$ cat src/design/lpd_pkg.sv
// Shared types and constants for the length-prefix deframer.
package lpd_pkg;

    localparam int HEADER_BYTES = 4;
    localparam int HDR_CNT_W = $clog2(HEADER_BYTES);
    localparam int LEN_W = 8 * HEADER_BYTES;
    localparam int PADDR_W = 2;
    localparam int PDATA_W = 32;

    localparam logic [PADDR_W-1:0] ADDR_MAX_FRAME = PADDR_W'(0);
    localparam logic [LEN_W-1:0] MAX_FRAME_RESET = LEN_W'(1048576);
    localparam logic [HDR_CNT_W-1:0] HDR_CNT_LAST = HDR_CNT_W'(HEADER_BYTES - 1);

    typedef enum logic [2:0] {
        ST_PROGRESS      = 3'd0,
        ST_OK            = 3'd1,
        ST_CLEAN_END     = 3'd2,
        ST_TRUNC_HEADER  = 3'd3,
        ST_EMPTY         = 3'd4,
        ST_OVERSIZE      = 3'd5,
        ST_TRUNC_PAYLOAD = 3'd6
    } lpd_status_t;

    typedef struct packed {
        logic [7:0]  data_byte;
        logic        end_of_stream;
    } lpd_item_t;

    typedef struct packed {
        logic [7:0]  payload_byte;
        logic        is_payload;
        logic        last_of_frame;
        lpd_status_t status;
    } lpd_result_t;

endpackage

$ cat src/design/lpd_regs.sv
// APB configuration register holding the maximum frame length.
module lpd_regs
    import lpd_pkg::*;
(
    input  logic               clk,
    input  logic               rst_n,
    input  logic               psel,
    input  logic               penable,
    input  logic               pwrite,
    input  logic [PADDR_W-1:0] paddr,
    input  logic [PDATA_W-1:0] pwdata,
    output logic [PDATA_W-1:0] prdata,
    output logic               pready,
    output logic [LEN_W-1:0]   max_frame_bytes
);

    logic [LEN_W-1:0] max_frame_reg;
    logic [LEN_W-1:0] max_frame_next;
    logic             wr_en;

    assign pready = 1'b1;
    assign wr_en  = psel && penable && pwrite && pready;

    always_comb
    begin
        max_frame_next = max_frame_reg;
        if (wr_en && (paddr == ADDR_MAX_FRAME))
        begin
            max_frame_next = pwdata;
        end
    end

    always_ff @(posedge clk or negedge rst_n)
    begin
        if (!rst_n)
        begin
            max_frame_reg <= MAX_FRAME_RESET;
        end
        else
        begin
            max_frame_reg <= max_frame_next;
        end
    end

    always_comb
    begin
        unique case (paddr)
            ADDR_MAX_FRAME: prdata = max_frame_reg;
            default:        prdata = '0;
        endcase
    end

    assign max_frame_bytes = max_frame_reg;

endmodule

$ cat src/design/lpd_core.sv
// Deframer datapath: input register, header/payload tracking and result register.
module lpd_core
    import lpd_pkg::*;
(
    input  logic             clk,
    input  logic             rst_n,
    input  logic [LEN_W-1:0] max_frame_bytes,
    input  logic             in_valid,
    output logic             in_stall,
    input  lpd_item_t        in_item,
    output logic             out_valid,
    input  logic             out_stall,
    output lpd_result_t      out_result
);

    logic             in_vld_reg;
    logic             in_vld_next;
    lpd_item_t        in_item_reg;
    logic             in_accept;
    logic             advance;

    logic [HDR_CNT_W-1:0] hdr_cnt_reg;
    logic [HDR_CNT_W-1:0] hdr_cnt_next;
    logic [LEN_W-1:0]     gather_reg;
    logic [LEN_W-1:0]     gather_next;
    logic [LEN_W-1:0]     remain_reg;
    logic [LEN_W-1:0]     remain_next;
    logic                 in_payload_reg;
    logic                 in_payload_next;

    logic [LEN_W-1:0]     len_full;
    logic                 has_result;
    lpd_result_t          result;

    logic                 out_vld_reg;
    logic                 out_vld_next;
    lpd_result_t          out_result_reg;

    assign advance   = in_vld_reg && (!out_vld_reg || !out_stall);
    assign in_stall  = in_vld_reg && !advance;
    assign in_accept = in_valid && !in_stall;

    always_comb
    begin
        in_vld_next = in_vld_reg;
        if (in_accept)
        begin
            in_vld_next = 1'b1;
        end
        else if (advance)
        begin
            in_vld_next = 1'b0;
        end
    end

    assign len_full = {gather_reg[LEN_W-9:0], in_item_reg.data_byte};

    always_comb
    begin
        hdr_cnt_next    = hdr_cnt_reg;
        gather_next     = gather_reg;
        remain_next     = remain_reg;
        in_payload_next = in_payload_reg;
        has_result      = 1'b0;
        result          = '{payload_byte: 8'd0, is_payload: 1'b0,
                            last_of_frame: 1'b0, status: ST_PROGRESS};
        if (advance)
        begin
            if (in_item_reg.end_of_stream)
            begin
                has_result = 1'b1;
                if (in_payload_reg)
                begin
                    result.status = ST_TRUNC_PAYLOAD;
                end
                else if (hdr_cnt_reg == '0)
                begin
                    result.status = ST_CLEAN_END;
                end
                else
                begin
                    result.status = ST_TRUNC_HEADER;
                end
                hdr_cnt_next    = '0;
                gather_next     = '0;
                remain_next     = '0;
                in_payload_next = 1'b0;
            end
            else if (!in_payload_reg)
            begin
                if (hdr_cnt_reg == HDR_CNT_LAST)
                begin
                    hdr_cnt_next = '0;
                    gather_next  = '0;
                    if (len_full == '0)
                    begin
                        has_result    = 1'b1;
                        result.status = ST_EMPTY;
                    end
                    else if (len_full > max_frame_bytes)
                    begin
                        has_result    = 1'b1;
                        result.status = ST_OVERSIZE;
                    end
                    else
                    begin
                        in_payload_next = 1'b1;
                        remain_next     = len_full;
                    end
                end
                else
                begin
                    hdr_cnt_next = hdr_cnt_reg + HDR_CNT_W'(1);
                    gather_next  = len_full;
                end
            end
            else
            begin
                has_result          = 1'b1;
                result.payload_byte = in_item_reg.data_byte;
                result.is_payload   = 1'b1;
                if (remain_reg == LEN_W'(1))
                begin
                    result.last_of_frame = 1'b1;
                    result.status        = ST_OK;
                    remain_next          = '0;
                    in_payload_next      = 1'b0;
                end
                else
                begin
                    remain_next = remain_reg - LEN_W'(1);
                end
            end
        end
    end

    always_comb
    begin
        out_vld_next = out_vld_reg;
        if (advance && has_result)
        begin
            out_vld_next = 1'b1;
        end
        else if (out_vld_reg && !out_stall)
        begin
            out_vld_next = 1'b0;
        end
    end

    always_ff @(posedge clk or negedge rst_n)
    begin
        if (!rst_n)
        begin
            in_vld_reg     <= 1'b0;
            out_vld_reg    <= 1'b0;
            hdr_cnt_reg    <= '0;
            gather_reg     <= '0;
            remain_reg     <= '0;
            in_payload_reg <= 1'b0;
        end
        else
        begin
            in_vld_reg     <= in_vld_next;
            out_vld_reg    <= out_vld_next;
            hdr_cnt_reg    <= hdr_cnt_next;
            gather_reg     <= gather_next;
            remain_reg     <= remain_next;
            in_payload_reg <= in_payload_next;
        end
    end

    always_ff @(posedge clk)
    begin
        if (in_accept)
        begin
            in_item_reg <= in_item;
        end
        if (advance && has_result)
        begin
            out_result_reg <= result;
        end
    end

    assign out_valid  = out_vld_reg;
    assign out_result = out_result_reg;

    a_payload_has_count: assert property (@(posedge clk) disable iff (!rst_n)
        in_payload_reg |-> (remain_reg != '0))
        else $error("payload phase with zero bytes remaining");

    a_header_no_count: assert property (@(posedge clk) disable iff (!rst_n)
        !in_payload_reg |-> (remain_reg == '0))
        else $error("stale payload count during header collection");

    a_last_is_ok: assert property (@(posedge clk) disable iff (!rst_n)
        out_vld_reg && out_result_reg.last_of_frame
            |-> out_result_reg.is_payload && (out_result_reg.status == ST_OK))
        else $error("last byte of frame without ok status");

    a_final_byte_ends: assert property (@(posedge clk) disable iff (!rst_n)
        advance && !in_item_reg.end_of_stream && in_payload_reg
            && (remain_reg == LEN_W'(1)) |=> !in_payload_reg && (hdr_cnt_reg == '0))
        else $error("final payload byte did not return to header collection");

    a_stall_cause: assert property (@(posedge clk) disable iff (!rst_n)
        in_stall |-> in_vld_reg && out_vld_reg && out_stall)
        else $error("input stalled without output back-pressure");

endmodule

$ cat src/design/length_prefix_deframer_unit.sv
// Top level of the length-prefix deframer with its APB register port.
// The block accepts one stream item per clock cycle while in_stall is low.
// An accepted item waits in the input register while the header/payload
// logic works on it, and its result, if any, is then written to the result
// register with out_valid high. Header bytes produce no result unless the
// length they give is zero or larger than max_frame_bytes;
// payload bytes, length errors and end-of-stream markers each produce one.
// Throughput is one item per cycle as long as the output side does not stall;
// the result register holding a stalled result is what back-pressures the
// input. max_frame_bytes is at byte address 0.
module length_prefix_deframer_unit
    import lpd_pkg::*;
(
    input  logic               clk,
    input  logic               rst_n,
    input  logic               psel,
    input  logic               penable,
    input  logic               pwrite,
    input  logic [PADDR_W-1:0] paddr,
    input  logic [PDATA_W-1:0] pwdata,
    output logic [PDATA_W-1:0] prdata,
    output logic               pready,
    input  logic               in_valid,
    output logic               in_stall,
    input  logic [7:0]         data_byte,
    input  logic               end_of_stream,
    output logic               out_valid,
    input  logic               out_stall,
    output logic [7:0]         payload_byte,
    output logic               is_payload,
    output logic               last_of_frame,
    output logic [2:0]         status
);

    logic [LEN_W-1:0] max_frame_bytes;
    lpd_item_t        in_item;
    lpd_result_t      out_result;

    assign in_item.data_byte     = data_byte;
    assign in_item.end_of_stream = end_of_stream;

    lpd_regs u_regs (
        .clk             (clk),
        .rst_n           (rst_n),
        .psel            (psel),
        .penable         (penable),
        .pwrite          (pwrite),
        .paddr           (paddr),
        .pwdata          (pwdata),
        .prdata          (prdata),
        .pready          (pready),
        .max_frame_bytes (max_frame_bytes)
    );

    lpd_core u_core (
        .clk             (clk),
        .rst_n           (rst_n),
        .max_frame_bytes (max_frame_bytes),
        .in_valid        (in_valid),
        .in_stall        (in_stall),
        .in_item         (in_item),
        .out_valid       (out_valid),
        .out_stall       (out_stall),
        .out_result      (out_result)
    );

    assign payload_byte  = out_result.payload_byte;
    assign is_payload    = out_result.is_payload;
    assign last_of_frame = out_result.last_of_frame;
    assign status        = out_result.status;

endmodule
$ cat config.mk
export PLATFORM = sky130hd
export DESIGN_NAME = length_prefix_deframer_unit
export DESIGN_NICKNAME = d
export VERILOG_FILES = /design/src/design/lpd_pkg.sv /design/src/design/lpd_regs.sv /design/src/design/lpd_core.sv /design/src/design/length_prefix_deframer_unit.sv
export SDC_FILE = /design/constraint.sdc
export NUM_CORES = 1
export LEC_CHECK = 0
export ABC_AREA = 1
export BUFFER_PORTS_ARGS = -buffer_cell sky130_fd_sc_hd__clkbuf_2
export CAP_MARGIN = 20
export CORE_ASPECT_RATIO = 0.8
export CORE_MARGIN = 4
export CORE_UTILIZATION = 30
export CTS_CLUSTER_DIAMETER = 40
export DETAILED_ROUTE_END_ITERATION = 10
export PLACE_DENSITY_LB_ADDON = 0.12
export SLEW_MARGIN = 20
export SYNTH_ARGS = -nofsm -noshare
export SYNTH_HDL_FRONTEND = slang
export SYNTH_SLANG_ARGS = --single-unit
$ cat constraint.sdc
create_clock -name clk -period 2 [get_ports clk]
set_input_delay 0.3 -clock clk [delete_from_list [all_inputs] [get_ports clk]]
set_output_delay 0.3 -clock clk [all_outputs]
set_load 0.02 [all_outputs]
==> impl_metrics.ini, run 1 <==
[outcome]
status = complete, but fails checks
violations = setup timing

[floorplanning]
rows = 48
coreArea_um2 = 21900
die_area_um2 = 25000
fp.dieH_um = 142
initial_core_util_pct = 31.0
ioPinCount = 98
dieWidth_um = 176

[detailed_routing]
drt_wl_total_um = 21200
viasPerCell = 4.72
vias = 6433
wl_per_cell_um = 15.6
drcViolationCount = 0
drtPass1Iterations = 5
drtIter0Drc = 407
ant_nets = 0

[pwr]
power_frac_comb_pct = 51.0
seqPwrFrac_pct = 26.0
swShare_pct = 42.8
finalPower_w = 0.0142
p_clk_share_pct = 23.0
internal-power_w = 0.00814
leakagePower_nw = 4.77
p_sw_w = 0.00609
power.density_nw_per_um2 = 1500
ir_drop_mv = 0.664

[final_layout]
multiInputGateArea_um2 = 3570
fill_cells = 2240
final_cell_mix = 118 x nor2_1, 109 x buf_4, 108 x nand2_1
area_growth_pct = 40.5
seq_area_um2 = 2990
postLayoutCellArea_um2 = 9510
drive_gt1_share_pct = 35.2
final_nets = 1137
antennaDiodeCount = 0
final_common_cell = nor2_1

[cts]
clk_latency_ns = 0.42
clkTransAtPathRegs_ns = 0.06
cts_sinks = 115
cts_buffers = 17
tritoncts = built
ctsRootBufferMaster = clkbuf_16
clockBufferDepth = 2
cts.htree.levels = 4

[critical_path]
cp-end-kind = register
crit_top_cell = nand2_4
reg2reg_slack_ns = -0.15
worstSetupPathType = reg -> reg
r2r-start = u_regs.max_frame_bytes[20]
critPathSlowestCell = dfstp_2
cp_data_required_time_ns = 2.31
reg2regPathDepth = 14
timing.rr.end = u_core.remain_reg[10]
worstPathCellList = inv_2 -> ha_4 -> nand2_4 -> nor2_4 -> nand4_1 -> nor2_4 -> nand4_1 -> nand2_4 -> nand2_4 -> nand2_4 -> nand2_8 -> clkbuf_16 -> nand2_2 -> nand2_1
cp_slowest_stage_delay_ns = 0.52
cp-start-kind = register
cp.arrival_ns = 2.46
cp_max_fo = 8

[global_route]
grt_overflow = 0
grt_use_total_pct = 17.4
grt_max_degree = 65
grt_pass1_vias = 6207
grt_pass1_wl_um = 34000
antenna_found_initial = 0

[timing]
fmax_mhz = 464
maxSlewViolCount = 0
rsz0062_at_grt = yes
period_share_pct = 108
hold_ws_ns = 0.0535
setup_slack_ns = -0.154
clock_skew_ns = 0.00814
hold_viol = 0
fin_crit_ns = 2.15
tns_ns = -5.86
finalSetupViolCount = 48
max_slew.worst_pin.slew_ns = 0.604
slew_headroom_pct = 59.7

[logic_synthesis]
synth_nets = 933
synth_cell_types = 47
synth_ff_type = dfrtp_1
synth-seq-cells = 115
synthesis.instances = 847
async_reset_ff_share_pct = 80.9
syn_area_um2 = 6770
postSynthAreaPerCell_um2 = 7.99
synth_edf_count = 22
ys_warn_count = 0
ys_seq_area_share_pct = 44.2

[run]
drv_cap = 0

[placed_design]
port_buffers = 96
place_area_um2 = 8370
routabilityCongestion = 0.840
dp_hpwl_um = 15300
dp_slack_ns = -0.237

[worst_hold_path]
holdCritStartpoint = data_byte[7]
holdPathEnd = u_core.in_item_reg[8]
hold_class = in -> reg
holdPathStages = 1
## routing by layer
metal	part of all wire, %	global-route usage [%]
met1	52	26.6
met2	42	25.3
met3	4.6	3.00
met4	1.0	4.68
met5	0	0
## power groups by stage
| stage | Sequential, W | Combinational [W] | Clock (W) |
|---|---|---|---|
| 2_1_floorplan | 0.00365 | 0.00415 | 0 |
| 3_3_place_gp | 0.00368 | 0.00660 | 0 |
| 3_5_place_dp | 0.00367 | 0.00661 | 0 |
| 4_1_cts | 0.00365 | 0.00689 | 0.00333 |
| 5_1_grt | 0.00378 | 0.00805 | 0.00346 |
| 6_report | 0.00370 | 0.00726 | 0.00328 |
## per-stage QoR
step,util (%),cells
after floorplan,-,847
after global placement,38.3,1320
after detailed placement,38.3,1320
after CTS,42.0,1358
after global routing,43.5,1364
final,43.5,1364
## critical path, delay by kind of cell, from the launching register on
family | cells | cell delay, ns
simple gates | 11 | 1.00
flops | 1 | 0.52
fa+ha+maj | 1 | 0.27
buf+inv | 2 | 0.25
## cell type report
type / instances / area share [%]
clock buffers: 18 / 4.62
clock inverters: 14 / 1.96
inverters: 107 / 4.36
multi-input cells: 593 / 37.5
flip-flops and latches: 115 / 31.4
well taps: 300 / 3.95
repair buffers: 216 / 16.1
repair inverters: 1 / 0.0921
## cell usage after synthesis, types with 8 or more instances
cell type | count | area [um^2]
nor2_2 | 11 | 68.8
inv_1 | 99 | 372
nor3_1 | 11 | 55.1
nand3_1 | 62 | 310
edfxtp_1 | 22 | 661
nor2_1 | 125 | 469
o22ai_1 | 25 | 156
clkbuf_1 | 18 | 67.6
nand2_2 | 9 | 56.3
nand4_1 | 26 | 163
ha_1 | 36 | 450
nand2_1 | 154 | 578
o32ai_1 | 8 | 70.1
a21oi_1 | 52 | 260
o21ai_0 | 18 | 90.1
xor2_1 | 13 | 114
nor2_4 | 9 | 101
dfrtp_1 | 92 | 2300
## repair_timing
item | 4_1_cts | 5_1_grt
gates cloned | 3 | 1
pin swaps | 4 | 6
hold buffers | 1 | 0
setup buffers | 2 | 5
endpoints found under the setup margin | 48 | 49
endpoints found under the hold margin | 16 | 0
resized for setup | 32 | 70
## kinds of logic after synthesis
group,count (synthesis),synth area share [%]
other,1,0.0554
DFF,115,44.2
buffers and inverters,139,8.35
xor gates and xnor gates,15,1.94
and+or+nand+nor,423,28.9
AOI/OAI and AO/OA,118,9.96
adders and majority gates,36,6.65
## worst max path at each step
stage / startpoint / endpoint / slack, ns / cells after the start
global placement: u_regs.max_frame_bytes[20] / u_core.out_result[11] / -0.22 / 14
floorplan: u_regs.max_frame_bytes[20] / u_core.out_result[0] / 0.006 / 14
detailed placement: u_regs.max_frame_bytes[20] / u_core.out_result[5] / -0.24 / 14
global route: u_regs.max_frame_bytes[20] / u_core.remain_reg[15] / -0.27 / 14
finish: u_regs.max_frame_bytes[20] / u_core.remain_reg[10] / -0.15 / 14
CTS: u_regs.max_frame_bytes[20] / u_core.remain_reg[22] / -0.11 / 14
Note: power is estimated with default switching activity, not from simulation.
==> inputs of run 2 (changes only) <==
- ABC_AREA: 1 -> unset
- CORE_MARGIN: 4 -> unset
==> run 2 against run 1 <==
Effect of this change: the flow still finishes with violations (setup timing); maximum frequency down 13%; register-to-register slack worse by 0.32 ns; clock power down 5%; highest routed layer unchanged; synthesized area down 7.0%; global-route usage up 2.3 points; die area down 14%; worst hold slack worse by 0.0053 ns; setup slack worse by 0.32 ns; count of clock-buffer cells in the layout up 4; sequential share of layout area up 1.0 points; non-clock buffer count up 42; power down 25%.
==> impl_metrics.ini, run 2 <==
[outcome]
status = complete, but fails checks
violations = setup timing

[final_layout]
final_cell_mix = 150 x buf_4, 95 x clkbuf_2, 92 x dfrtp_1
final_nets = 1010
final_common_cell = buf_4
utilization_pct = 44.6
drive_gt1_share_pct = 37.0
area_growth_pct = 46.2
antennaDiodeCount = 0
finalNonFillerCells = 1206

[detailed_routing]
drt_wl_total_um = 20400
ant_nets = 0
drtPass1Iterations = 5
wl_per_cell_um = 16.9
drtIter0Drc = 373
drcViolationCount = 0
vias = 6199
viasPerCell = 5.14

[critical_path]
cp.depth = 9
worstPathCellList = ha_4 -> a21oi_2 -> o21ai_2 -> a221o_1 -> o31ai_4 -> a21oi_4 -> or2_4 -> clkbuf_16 -> o21ai_0
cp_slowest_stage_delay_ns = 0.45
reg2regPathDepth = 9
critPathSlowestCell = edfxtp_1
cp.arrival_ns = 2.82
crit_family = compound AO/OA/AOI/OAI gates
cp_data_required_time_ns = 2.34
cp-end-kind = register
worstSetupPathType = reg -> reg
cp_max_fo = 12
crit_buf_inv = 1
cp-start-kind = register

[logic_synthesis]
synthDominantCellAreaShare_pct = 36.6
synthTopCellsByCount = 92 x dfrtp_1, 78 x nand2_1, 60 x o21ai_0
synth-seq-cells = 115
ys_seq_area_share_pct = 47.5
synth_top_family_by_area = compound AO/OA/AOI/OAI gates
syn_area_um2 = 6300
synth_compound_gate_area_share_pct = 19.6
synth_ff_type = dfrtp_1
synthesis.instances = 688
ys_warn_count = 0
async_reset_ff_share_pct = 80.9
synthAdderAreaFrac_pct = 7.15
synthTopCellsByArea = dfrtp_1 37%, edfxtp_1 10%, ha_1 7.2%, o21ai_0 4.8%, nand2_1 4.7%
synth_most_common_cell = dfrtp_1
synthSimpleGateAreaFrac_pct = 18.9
synth_edf_count = 22
synthXorXnorAreaFrac_pct = 0
yosys.area.top_type = dfrtp_1
synth_nets = 774
postSynthAreaPerCell_um2 = 9.15
synth.area.mux_share_pct = 0.874
synth_cell_types = 55

[worst_hold_path]
hold_class = in -> reg
holdPathStages = 1

[placed_design]
dp_hpwl_um = 14600
dp_cells = 1163
port_buffers = 96
dp_slack_ns = -0.648
routabilityCongestion = 0.860

[floorplanning]
dieWidth_um = 164
die_area_um2 = 21600
rows = 47
fp.dieH_um = 132
ioPinCount = 98
coreArea_um2 = 20600
initial_core_util_pct = 30.5

[timing]
setup_slack_ns = -0.477
maxSlewViolCount = 0
rsz0062_at_grt = yes
finalSetupViolCount = 49
slew_headroom_pct = 53.4
fmax_mhz = 404
clock_skew_ns = 0.0140
hold_ws_ns = 0.0482
period_share_pct = 124
hold_viol = 0
fin_crit_ns = 2.48
max_slew.worst_pin.slew_ns = 0.697

[global_route]
grt_pass1_vias = 6229
grt_pass1_wl_um = 32500
grt_use_total_pct = 19.6
grt_max_degree = 52
antenna_found_initial = 0
grt_overflow = 0

[run]
drv_cap = 0

[pwr]
finalPower_w = 0.0106
leakagePower_nw = 4.23
ir_drop_mv = 0.463
power.density_nw_per_um2 = 1150

[cts]
cts_buffers = 17
clkTransAtPathRegs_ns = 0.05
cts_sinks = 115
clk_latency_ns = 0.43
cts.htree.levels = 4
ctsRootBufferMaster = clkbuf_16
tritoncts = built
clockBufferDepth = 2
==> run 2: final cells by class <==
class | instances | area [um^2]
inverter | 47 | 176
sequential | 115 | 2990
clock buffer | 22 | 464
tap | 269 | 337
clock inverter | 10 | 134
timing repair buffer | 258 | 1840
fill | 2016 | 11400
multi-input combinational | 485 | 3260
==> run 2: worst register-to-register path, stage by stage, from the launching register on <==
cell and delay [ns]:
edfxtp_1 0.45, ha_4 0.28, a21oi_2 0.14, o21ai_2 0.08, a221o_1 0.33, o31ai_4 0.35, a21oi_4 0.12, or2_4 0.30
clkbuf_16 0.19, o21ai_0 0.15
==> run 2: final timing paths <==
check / slack (ns) / start / to
worst max-delay path: -0.48 / u_core.in_item_reg[6] / u_core.remain_reg[29]
worst min-delay path: 0.05 / data_byte[5] / u_core.in_item_reg[6]
worst max register to register: -0.48 / u_core.in_item_reg[6] / u_core.remain_reg[29]
worst min register to register: 0.54 / u_core.remain_reg[12] / u_core.remain_reg[12]
max in group asynchronous: 1.00 / rst_n / u_core.remain_reg[11]
min in group asynchronous: 0.37 / rst_n / u_regs.max_frame_bytes[28]
==> run 2: repair_timing <==
action | 4_1_cts | 5_1_grt
hold buffers | 1 | 0
hold endpoints to repair | 25 | 0
setup endpoints to repair | 49 | 50
buffers inserted | 3 | 7
gates cloned | 0 | 1
gates resized for setup | 32 | 26
pin swaps | 6 | 3
==> run 2: per-stage QoR <==
step                instance area (um^2)  TNS [ns]
CTS                                 9010    -18.45
detailed placement                  8220    -26.46
global placement                    8220    -24.49
floorplan                           6370    -11.37
global route                        9200    -25.35
finish                              9200    -20.69
==> run 2: kinds of logic after synthesis <==
group	Yosys count
AO/OA/AOI/OAI	199
flip-flops	115
AND/OR/NAND/NOR	244
adder cells (fa/ha/maj)	36
multiplexers	5
other	1
buffers and inverters	88
==> run 2: per-layer routing <==
metal / wire length (um) / track usage [%] / vias up
met5: 0 / 0 / -
met4: 456 / 7.56 / 0
met3: 909 / 3.91 / 34
met2: 8960 / 29.3 / 194
met1: 10000 / 27.8 / 2991
li1: - / - / 2980
==> run 2: power by group <==
part	switching (W)	internal (W)
sequential	0.000262	0.00286
combinational	0.00238	0.00199
clock	0.00111	0.00202
